## config.mk

```make
export PLATFORM = sky130hd
export DESIGN_NAME = midpoint_circle_octant_plotter_flat
export DESIGN_NICKNAME = d
export VERILOG_FILES = /design/src/rtl/mcop_pkg.sv /design/src/rtl/mcop_req_if.sv /design/src/rtl/mcop_pt_if.sv /design/src/rtl/mcop_front.sv /design/src/rtl/mcop_queue.sv /design/src/rtl/mcop_back.sv /design/src/rtl/midpoint_circle_octant_plotter.sv /design/src/flat_wrapper.sv
export SDC_FILE = /design/constraint.sdc
export NUM_CORES = 1
export LEC_CHECK = 0
export BUFFER_PORTS_ARGS = -buffer_cell sky130_fd_sc_hd__buf_2
export CAP_MARGIN = 10
export CORE_MARGIN = 1.5
export CORE_UTILIZATION = 40
export DETAILED_ROUTE_END_ITERATION = 10
export HOLD_SLACK_MARGIN = 0.05
export SYNTH_ARGS = -nofsm -noshare
export SYNTH_HDL_FRONTEND = slang
export SYNTH_SLANG_ARGS = --single-unit
```

## constraint.sdc

```tcl
create_clock -name clk -period 9.1 [get_ports clk]
set_input_delay 1.365 -clock clk [delete_from_list [all_inputs] [get_ports clk]]
set_output_delay 1.365 -clock clk [all_outputs]
set_load 0.1 [all_outputs]
```

## src/rtl/mcop_pkg.sv

```systemverilog
package mcop_pkg;

	localparam int unsigned COORD_W = 12;
	localparam int unsigned CENTRE_W = 11;
	localparam int unsigned RADIUS_IN_W = 10;

	localparam logic OP_START = 1'b0;
	localparam logic OP_STEP  = 1'b1;

	// Octant point slots in emission order: white points first, then black.
	localparam logic [2:0] SLOT_PXPY = 3'd0;
	localparam logic [2:0] SLOT_NXNY = 3'd1;
	localparam logic [2:0] SLOT_NYPX = 3'd2;
	localparam logic [2:0] SLOT_PYNX = 3'd3;
	localparam logic [2:0] SLOT_NXPY = 3'd4;
	localparam logic [2:0] SLOT_PXNY = 3'd5;
	localparam logic [2:0] SLOT_PYPX = 3'd6;
	localparam logic [2:0] SLOT_NYNX = 3'd7;

	typedef struct packed {
		logic [COORD_W-1:0]         arc_x;
		logic [COORD_W-1:0]         arc_y;
		logic signed [CENTRE_W-1:0] centre_x;
		logic signed [CENTRE_W-1:0] centre_y;
		logic                       done;
	} job_t;

endpackage

```

## src/rtl/mcop_req_if.sv

```systemverilog
interface mcop_req_if;
	logic               valid;
	logic               ready;
	logic               op;
	logic [9:0]         radius;
	logic signed [10:0] centre_x;
	logic signed [10:0] centre_y;

	modport source(output valid, output op, output radius, output centre_x,
		output centre_y, input ready);
	modport sink(input valid, input op, input radius, input centre_x,
		input centre_y, output ready);
endinterface

```

## src/rtl/mcop_pt_if.sv

```systemverilog
interface mcop_pt_if;
	logic               valid;
	logic               ready;
	logic signed [11:0] point_x;
	logic signed [11:0] point_y;
	logic               colour;
	logic               last_of_step;
	logic               circle_done;

	modport source(output valid, output point_x, output point_y, output colour,
		output last_of_step, output circle_done, input ready);
	modport sink(input valid, input point_x, input point_y, input colour,
		input last_of_step, input circle_done, output ready);
endinterface

```

## src/rtl/mcop_front.sv

```systemverilog
module mcop_front #(
	parameter int RADIUS_BITS = 10
) (
	input  logic          clk,
	input  logic          arst_n,
	mcop_req_if.sink      req,
	input  logic          queue_full,
	output logic          push,
	output mcop_pkg::job_t push_job
);
	import mcop_pkg::*;

	localparam int DW = RADIUS_BITS + 3;

	logic [RADIUS_BITS-1:0]  arc_x_q;
	logic [RADIUS_BITS-1:0]  arc_y_q;
	logic signed [DW-1:0]    decision_q;
	logic signed [CENTRE_W-1:0] centre_x_q;
	logic signed [CENTRE_W-1:0] centre_y_q;
	logic                    active_q;

	logic                    accept;
	logic [RADIUS_BITS+RADIUS_IN_W-1:0] radius_ext;
	logic [RADIUS_BITS-1:0]  start_r;
	logic [RADIUS_BITS-1:0]  next_x;
	logic [RADIUS_BITS-1:0]  next_y;
	logic signed [DW-1:0]    next_d;
	logic                    next_done;
	logic [RADIUS_BITS+COORD_W-1:0] x_ext;
	logic [RADIUS_BITS+COORD_W-1:0] y_ext;

	assign req.ready = !queue_full;
	assign accept = req.valid && req.ready;

	assign radius_ext = {{RADIUS_BITS{1'b0}}, req.radius};
	assign start_r = radius_ext[RADIUS_BITS-1:0];

	always_comb begin
		next_y = arc_y_q + RADIUS_BITS'(1);
		next_x = arc_x_q;
		if (decision_q < 0) begin
			next_d = decision_q + $signed({2'b00, next_y, 1'b1});
		end else begin
			next_x = arc_x_q - RADIUS_BITS'(1);
			next_d = decision_q + $signed({2'b00, next_y, 1'b1})
				- $signed({2'b00, next_x, 1'b0});
		end
		next_done = !(next_x > next_y);
	end

	assign x_ext = {{COORD_W{1'b0}}, next_x};
	assign y_ext = {{COORD_W{1'b0}}, next_y};

	assign push = accept && (req.op == OP_STEP) && active_q && (arc_x_q > arc_y_q);
	assign push_job = '{arc_x: x_ext[COORD_W-1:0], arc_y: y_ext[COORD_W-1:0],
		centre_x: centre_x_q, centre_y: centre_y_q, done: next_done};

	always_ff @(posedge clk or negedge arst_n) begin
		if (!arst_n) begin
			arc_x_q    <= '0;
			arc_y_q    <= '0;
			decision_q <= '0;
			centre_x_q <= '0;
			centre_y_q <= '0;
			active_q   <= 1'b0;
		end else if (accept) begin
			if (req.op == OP_START) begin
				arc_x_q    <= start_r;
				arc_y_q    <= '0;
				decision_q <= DW'(1) - $signed({3'b000, start_r});
				centre_x_q <= req.centre_x;
				centre_y_q <= req.centre_y;
				active_q   <= (start_r != '0);
			end else if (push) begin
				arc_x_q    <= next_x;
				arc_y_q    <= next_y;
				decision_q <= next_d;
				if (next_done) begin
					active_q <= 1'b0;
				end
			end
		end
	end

endmodule

```

## src/rtl/mcop_queue.sv

```systemverilog
module mcop_queue (
	input  logic           clk,
	input  logic           arst_n,
	input  logic           push,
	input  mcop_pkg::job_t push_job,
	output logic           full,
	output logic           empty,
	input  logic           pop,
	output mcop_pkg::job_t head
);
	import mcop_pkg::*;

	job_t       entry_q [2];
	logic       wr_ptr_q;
	logic       rd_ptr_q;
	logic [1:0] count_q;

	assign full  = (count_q == 2'd2);
	assign empty = (count_q == 2'd0);
	assign head  = entry_q[rd_ptr_q];

	always_ff @(posedge clk) begin
		if (push) begin
			entry_q[wr_ptr_q] <= push_job;
		end
	end

	always_ff @(posedge clk or negedge arst_n) begin
		if (!arst_n) begin
			wr_ptr_q <= 1'b0;
			rd_ptr_q <= 1'b0;
			count_q  <= 2'd0;
		end else begin
			if (push) begin
				wr_ptr_q <= !wr_ptr_q;
			end
			if (pop) begin
				rd_ptr_q <= !rd_ptr_q;
			end
			case ({push, pop})
				2'b10:   count_q <= count_q + 2'd1;
				2'b01:   count_q <= count_q - 2'd1;
				default: count_q <= count_q;
			endcase
		end
	end

endmodule

```

## src/rtl/mcop_back.sv

```systemverilog
module mcop_back (
	input  logic           clk,
	input  logic           arst_n,
	input  logic           empty,
	input  mcop_pkg::job_t head,
	output logic           pop,
	mcop_pt_if.source      pt
);
	import mcop_pkg::*;

	logic [2:0]         slot_q;
	logic               valid_q;
	logic [COORD_W-1:0] point_x_q;
	logic [COORD_W-1:0] point_y_q;
	logic               colour_q;
	logic               last_q;
	logic               done_q;

	logic               load;
	logic               advance;
	logic [COORD_W-1:0] cx;
	logic [COORD_W-1:0] cy;
	logic [COORD_W-1:0] px;
	logic [COORD_W-1:0] py;

	assign load    = !valid_q || pt.ready;
	assign advance = load && !empty;
	assign pop     = advance && (slot_q == SLOT_NYNX);

	assign cx = {head.centre_x[CENTRE_W-1], head.centre_x};
	assign cy = {head.centre_y[CENTRE_W-1], head.centre_y};

	always_comb begin
		unique case (slot_q)
			SLOT_PXPY: begin px = cx + head.arc_x; py = cy + head.arc_y; end
			SLOT_NXNY: begin px = cx - head.arc_x; py = cy - head.arc_y; end
			SLOT_NYPX: begin px = cx - head.arc_y; py = cy + head.arc_x; end
			SLOT_PYNX: begin px = cx + head.arc_y; py = cy - head.arc_x; end
			SLOT_NXPY: begin px = cx - head.arc_x; py = cy + head.arc_y; end
			SLOT_PXNY: begin px = cx + head.arc_x; py = cy - head.arc_y; end
			SLOT_PYPX: begin px = cx + head.arc_y; py = cy + head.arc_x; end
			SLOT_NYNX: begin px = cx - head.arc_y; py = cy - head.arc_x; end
			default:   begin px = cx; py = cy; end
		endcase
	end

	always_ff @(posedge clk or negedge arst_n) begin
		if (!arst_n) begin
			slot_q  <= SLOT_PXPY;
			valid_q <= 1'b0;
		end else if (load) begin
			valid_q <= !empty;
			if (!empty) begin
				slot_q <= slot_q + 3'd1;
			end
		end
	end

	always_ff @(posedge clk) begin
		if (advance) begin
			point_x_q <= px;
			point_y_q <= py;
			colour_q  <= !slot_q[2];
			last_q    <= (slot_q == SLOT_NYNX);
			done_q    <= head.done;
		end
	end

	assign pt.valid        = valid_q;
	assign pt.point_x      = $signed(point_x_q);
	assign pt.point_y      = $signed(point_y_q);
	assign pt.colour       = colour_q;
	assign pt.last_of_step = last_q;
	assign pt.circle_done  = done_q;

endmodule

```

## src/rtl/midpoint_circle_octant_plotter.sv

```systemverilog
// An accepted step request is written to the queue, and its first point is then loaded into
// the output register; the eight points of a step follow at one per cycle while pt.ready
// holds, so a steady stream of steps is limited by the single point output port.
// Start requests and idle steps are accepted without giving points. A two-entry queue
// between the arc update and the point emitter lets requests enter while points drain.
// Reset clears the arc state and leaves no circle in progress.
module midpoint_circle_octant_plotter #(
	parameter int RADIUS_BITS = 10
) (
	input  logic      clk,
	input  logic      arst_n,
	mcop_req_if.sink  req,
	mcop_pt_if.source pt
);
	import mcop_pkg::*;

	logic push;
	job_t push_job;
	logic full;
	logic empty;
	logic pop;
	job_t head;

	mcop_front #(
		.RADIUS_BITS(RADIUS_BITS)
	) u_front (
		.clk        (clk),
		.arst_n     (arst_n),
		.req        (req),
		.queue_full (full),
		.push       (push),
		.push_job   (push_job)
	);

	mcop_queue u_queue (
		.clk      (clk),
		.arst_n   (arst_n),
		.push     (push),
		.push_job (push_job),
		.full     (full),
		.empty    (empty),
		.pop      (pop),
		.head     (head)
	);

	mcop_back u_back (
		.clk    (clk),
		.arst_n (arst_n),
		.empty  (empty),
		.head   (head),
		.pop    (pop),
		.pt     (pt)
	);

endmodule
```

## src/flat_wrapper.sv

```systemverilog
// flat-port wrapper written by rule: the top's interface ports become plain ports
module midpoint_circle_octant_plotter_flat import mcop_pkg::*;
#(
	parameter int RADIUS_BITS = 10
)
  (clk, arst_n, req_valid, req_op, req_radius, req_centre_x, req_centre_y, req_ready, pt_valid, pt_point_x, pt_point_y, pt_colour, pt_last_of_step, pt_circle_done, pt_ready);
  mcop_req_if req_i ();
  mcop_pt_if pt_i ();
  input  logic clk;
  input  logic arst_n;
  input wire logic [$bits(req_i.valid)-1:0] req_valid;
  input wire logic [$bits(req_i.op)-1:0] req_op;
  input wire logic [$bits(req_i.radius)-1:0] req_radius;
  input wire logic [$bits(req_i.centre_x)-1:0] req_centre_x;
  input wire logic [$bits(req_i.centre_y)-1:0] req_centre_y;
  output wire logic [$bits(req_i.ready)-1:0] req_ready;
  output wire logic [$bits(pt_i.valid)-1:0] pt_valid;
  output wire logic [$bits(pt_i.point_x)-1:0] pt_point_x;
  output wire logic [$bits(pt_i.point_y)-1:0] pt_point_y;
  output wire logic [$bits(pt_i.colour)-1:0] pt_colour;
  output wire logic [$bits(pt_i.last_of_step)-1:0] pt_last_of_step;
  output wire logic [$bits(pt_i.circle_done)-1:0] pt_circle_done;
  input wire logic [$bits(pt_i.ready)-1:0] pt_ready;
  assign req_i.valid = req_valid;
  assign req_i.op = req_op;
  assign req_i.radius = req_radius;
  assign req_i.centre_x = req_centre_x;
  assign req_i.centre_y = req_centre_y;
  assign req_ready = req_i.ready;
  assign pt_valid = pt_i.valid;
  assign pt_point_x = pt_i.point_x;
  assign pt_point_y = pt_i.point_y;
  assign pt_colour = pt_i.colour;
  assign pt_last_of_step = pt_i.last_of_step;
  assign pt_circle_done = pt_i.circle_done;
  assign pt_i.ready = pt_ready;
  midpoint_circle_octant_plotter #(.RADIUS_BITS(RADIUS_BITS)) u_core (.clk(clk), .arst_n(arst_n), .req(req_i), .pt(pt_i));
endmodule
```

# After elaboration in Yosys (flattened, before gate mapping)
# Memory sizes are Yosys's and may differ from the RTL's.
# Index checks and enable logic that the tools add are counted.
[totals]
regBits = 91
latch_bits = 0
ram_bits = 86
rom_bits = 0
inputBits = 37
word_cells = 96
memories = 1
[mem_list]
columns = ["memory", "words", "width", "rd", "rd_ports_with_merged_regs", "wr", "line", "source"]
rows = [
  ["u_core.u_queue.entry_q", 2, 43, 1, 0, 1, "mcop_queue.sv:13", "job_t entry_q [2];"],
]
[classes]
addsub = 16
n_mul = 0
div_mod_pow = 0
n_lt_le_gt_ge = 3
n_eq_ne = 12
n_shift = 0
n_mux = 16
n_bitwise = 2
n_reduce_logical = 30
[op_table]
columns = ["cell", "count"]
rows = [
  ["case mux 12 bit (4 select lines)", 2],
  ["2-to-1 mux 10 bit", 5],
  ["adder 12 bit", 4],
  ["subtractor 12 bit", 4],
  ["2-to-1 mux 13 bit", 3],
  ["greater-than comparator 10 bit", 2],
  ["OR reduction 2 bit", 8],
  ["adder 13 x 12 -> 13 bit", 1],
  ["less-than comparator 13 x 1 -> 1 bit (second input constant)", 1],
  ["subtractor 13 x 12 -> 13 bit", 1],
  ["== test 3 bit (second input constant)", 4],
  ["subtractor 1 x 10 -> 11 bit (first input constant)", 1],
  ["adder 10 x 1 -> 10 bit (second input constant)", 1],
  ["nonzero test 10 bit", 1],
  ["subtractor 10 x 1 -> 10 bit (second input constant)", 1],
  ["logical NOT 1 bit", 7],
  ["== test 3 x 2 -> 1 bit (second input constant)", 2],
  ["logical AND 1 bit", 6],
  ["AND reduction 2 bit", 3],
  ["2-to-1 mux 1 bit", 5],
  ["== test 2 bit (second input constant)", 2],
  ["case mux 2 bit (2 select lines)", 1],
  ["adder 3 x 1 -> 3 bit (second input constant)", 1],
  ["== test 3 x 1 -> 1 bit (second input constant)", 1],
  ["11 further kinds", 12],
]

# Logic depth before layout (Yosys ltp)
[logic_depth]
word_depth = 8
ltp_mapped = 19

# By module
# Synthesis repeated with hierarchy kept, for this count alone.
[hier_totals]
hier_cells = 1080
hier_area_um2 = 11405.9
[modules_own_cells]
columns = ["module", "n_inst", "cells_per_inst", "area_per_inst_um2", "seq_area_each_um2"]
rows = [
  ["mcop_front", 1, 551, 4539.4, 1401.3],
  ["mcop_queue", 1, 162, 3654.8, 2922.8],
  ["mcop_back", 1, 367, 3211.8, 910.9],
]

# Worst setup path after synthesis
# OpenSTA, ideal clock, no wires.
[synth_timing]
path_type = "input port to flip-flop"
from = "input port req_op"
to = "memory u_core.u_queue.entry_q[0][0] (netlist name) (enable)"
setup_ns = 0.444
arrival_ns = 4.022
required_time_ns = 8.656
setup_slack_ns = 4.634
cell_stages = 6
path_cell_list = "nand4_1 > o21ba_2 > o21ai_0 > clkbuf_1 > buf_1 > nor2_1"
[synth_between]
elab_chain_cells = 5
[synth_lines]
columns = ["item", "line", "source"]
rows = [
  ["start: declaration", "flat_wrapper.sv:12", "input wire logic [$bits(req_i.op)-1:0] req_op;"],
  ["logical AND 1 bit (3 in series)", "mcop_front.sv:54", "assign push = accept && (req.op == OP_STEP) && active_q && (arc_x_q > arc_y_q);"],
  ["2-to-1 mux 1 bit", "mcop_queue.sv:23", "if (push) begin"],
  ["2-to-1 mux 1 bit (implied by the code)", "mcop_queue.sv:24", "entry_q[wr_ptr_q] <= push_job;"],
  ["end: declaration", "mcop_queue.sv:13", ""],
]
# Every way passes these cells.

# Final worst setup path
[layout_timing]
from = "register u_core.u_back.slot_q[2]"
to = "register u_core.u_back.point_y_q[11] (netlist: u_core.u_back.pt.point_y[11]), data pin"
[layout_between]
elab_chain_cells = 3
word_cells_on_any_way = 13
cone_classes = "7 x eq/ne; 1 x mux; 5 x reduce/logical"
[layout_lines]
columns = ["item", "line", "source"]
rows = [
  ["start: declaration", "mcop_back.sv:11", "logic [2:0] slot_q;"],
  ["start signal: assignment", "mcop_back.sv:54", "slot_q <= slot_q + 3'd1;"],
  ["== test 3 bit, or another cell as far along", "mcop_back.sv:34", "unique case (slot_q)"],
  ["OR reduction 2 bit (no line)", "-", ""],
  ["case mux 12 bit (4 select lines) (*)", "mcop_back.sv:34", ""],
  ["named net u_core.u_back.py[11]", "mcop_back.sv:24", "logic [COORD_W-1:0] py;"],
  ["end signal: assignment", "mcop_back.sv:62", "point_y_q <= py;"],
  ["end: declaration", "mcop_back.sv:14", "logic [COORD_W-1:0] point_y_q;"],
]
# Mark *: on every way through the listed nets, which the timed path passes. The rest lies on a longest branch.
# A chain may end at the register's enable or synchronous reset.

==> summary.md <==
| Metric | Value |
|---|---|
| Status | `completed` |
| CP arrival | `4.84 ns` |
| H-tree depth | `4` |
| Commonest cells post-synth | `142 x nand2_1, 113 x edfxtp_1, 80 x o21ai_0` |
| Layout cells sized above 1 | `0.1479` |
| Seq cells post-synth | `177` |
| Final ANT Viol Nets | `0` |
| Worst slew pin tran | `1.081 ns` |
| Sequential fraction of the synthesis area | `0.4540` |
| Synth Area per Inst | `10.20 sq um` |
| Drt drc | `0` |
| Hold_ws | `0.4790 ns` |
| DR pass1 iterations | `8` |
| Vias in the first global route | `7808` |
| Layout area overhead | `11.61%` |
| Clock slew at reported path FFs | `0.08 ns` |
| First-pass GRT wire length | `42370 um` |
| TritonCTS buffer count | `17` |
| Clk buf depth | `2` |
| Mapped Area | `0.01100 sq mm` |
| R2R Setup Slk | `4.45 ns` |
| Post-CTS Hold Buffers | `0` |
| Post-CTS Setup Inserts | `0` |
| Detailed Route Iter0 Violations | `679` |
| Clock sink total | `177` |
| CP required | `9.29 ns` |
| Die H | `168.8 um` |
| XOR/XNOR share of the synthesized area | `0.06529` |
| Synth top area cells | `edfxtp_1 31%, dfrtp_1 15%, ha_1 8.8%` |
| Final WL | `26760 um` |
| Number of distinct library cells after synthesis | `72` |
| Post-synthesis simple-gate area fraction | `0.1405` |
| CP startpoint kind | `flop` |
| CTS tree | `done` |
| Fmax | `215.0 MHz` |
| Die area | `0.02851 sq mm` |
| Number of antenna violations at the first check in global routing | `0` |
| Mapped Nets | `1196` |
| Setup violators final | `0` |
| Final Hold Violating Endpoints | `0` |
| Syn. warnings | `0` |
| Cells resized by post-CTS repair | `0` |
| Die Width | `168.8 um` |
| # rows | `60` |
| Largest net degree at the start of global routing | `65` |
| Tcrit/Tclk final | `0.5111` |
| Unrepaired setup endpoints after global routing | `false` |
| Cells after synthesis | `1078` |
| Fill cells | `2542` |
| Setup ws final | `4.449 ns` |
| Fin area | `0.01228 sq mm` |
| FFs w/ async S/R, synth | `0.3616` |
| Adder-cell share of the synthesized area | `0.09486` |
| CORE AREA | `0.02695 sq mm` |
| Worst setup EP type | `flop` |
| Commonest register cell after synthesis | `edfxtp_1` |
| Post-synthesis compound-gate area fraction | `0.1456` |
| RePlAce Congestion | `0.8893` |
| Clock Tree Root | `clkbuf_16` |
| ANT cells | `0` |
| Routed len/inst | `18.03 um` |
| Total vias in the final route | `8115` |
| Skew-Pair Late Insertion Delay | `0.44 ns` |
| Post-layout min period | `4.651 ns` |
| Relative slew slack | `0.2796` |
| # nets final | `1248` |
| Crit path max fanout | `20` |
| Main combinational cell family by area after synthesis | `compound AO/OA/AOI/OAI gates` |
| Post-synth top area share | `0.3085` |
| Count leader, synth | `nand2_1` |
| Cell taking the most area after synthesis | `edfxtp_1` |
| Hold Crit Class | `reg2reg` |
| HPWL after detailed placement | `19690 um` |
| Post-synth EDFFs | `113` |
| Setup TNS Final | `0 ns` |
| GRT Total Usage | `0.1928` |
| IO Pins | `66` |
| Fin. max-slew vios | `0` |
| Mux share of post-synthesis cell area | `0.05983` |
| Initial Util | `0.4082` |
| Placed instance area | `0.01162 sq mm` |
| Post-place setup slack | `4.526 ns` |
| Grt total ovfl | `0` |
| Drt via density | `5.468` |
| Max-Cap Viols | `0` |
| Crit path kind | `reg2reg` |
| Final clock skew | `0.02441 ns` |
| Port Buffers | `65` |
[critical path, cell delays in order, from the launching register on]
cell and delay (ns):
dfrtp_1 0.83, inv_1 0.27, ha_1 0.28, or2_2 0.36, nor3_1 0.56, a211oi_1 0.11, o21bai_1 0.23, ha_1 0.29
nor2b_1 0.12, o21ai_0 0.20, a21boi_0 0.20, o21ai_0 0.22, o21ai_0 0.15, o41ai_1 0.30, xnor3_1 0.27
[cells in the final DEF (no fill, tap or decap), types with 7 or more instances in the layout]
master	synthesis	final
a211oi_1	10	10
a21o_1	8	8
a21oi_1	52	51
buf_2	4	65
buf_4	2	10
clkbuf_16	0	18
dfrtp_1	64	63
edfxtp_1	113	113
ha_1	77	77
inv_1	56	56
mux2_2	35	35
mux2i_1	25	25
nand2_1	142	142
nand3_1	18	18
nor2_1	76	75
nor2b_1	13	13
nor3_1	29	29
nor3b_1	7	7
nor4_1	7	7
o21a_1	10	10
o21ai_0	80	79
o21bai_1	7	7
o221ai_1	7	7
o22ai_1	12	12
or3_1	8	8
xnor2_1	45	45
xor2_1	30	30
[area by class of cell]
cell class,count,area [sq um],share of cell area
multi-input combinational,803,5590,0.4553
sequential,177,4996,0.4069
clock buffer,18,450.4,0.03669
tap,341,426.7,0.03475
timing repair buffer,75,400.4,0.03261
inverter,56,210.2,0.01712
clock inverter,14,203.9,0.01661
[metrics by stage]
step                      utilization  instances
after floorplan                     -       1078
after global placement         0.4313       1452
after detailed placement       0.4313       1452
after CTS                      0.4556       1484
after global routing           0.4556       1484
final                          0.4556       1484
[final timing paths]
kind	startpoint	cells after the start	endpoint
setup / recovery	u_core.u_back.slot_q[2]	14	u_core.u_back.pt.point_y[11]
hold / removal	u_core.u_front.centre_y_q[8]	0	u_core.u_queue.entry_q[0][9]
setup reg to reg	u_core.u_back.slot_q[2]	14	u_core.u_back.pt.point_y[11]
hold reg to reg	u_core.u_front.centre_y_q[8]	0	u_core.u_queue.entry_q[0][9]
max in group asynchronous	arst_n	2	u_core.u_queue.rd_ptr_q
min in group asynchronous	arst_n	2	u_core.u_front.centre_x_q[9]
[flip-flops by register name, summed over array words and instances (netlist names), 2 cells and up]
signal and count:
u_core.u_front.arc_y_q 10, u_core.u_queue.entry_q 86, u_core.u_front.decision_q 13, u_core.u_front.arc_x_q 10
u_core.u_front.centre_x_q 11, u_core.u_back.slot_q 3, u_core.u_queue.count_q 2, u_core.u_back.pt.point_x 12
u_core.u_back.pt.point_y 12, u_core.u_front.centre_y_q 11
[logic make-up (layout without fill, tap and decap cells)]
logic type      after synthesis  in the layout
compound gates              248            248
xor+xnor                     78             78
fa+ha+maj                    81             81
buf+inv                      98            163
flops                       177            177
mux                          61             61
simple gates                335            335
[metal layers]
metal,part of all wire,GRT usage
met1,0.47,0.2608
met2,0.48,0.3225
met3,0.032,0.03016
met4,0.016,0.05047
met5,0,0
Power is left out: the tool's default activity adds up to more than one toggle a clock period on the data nets, which glitch-free logic cannot reach.
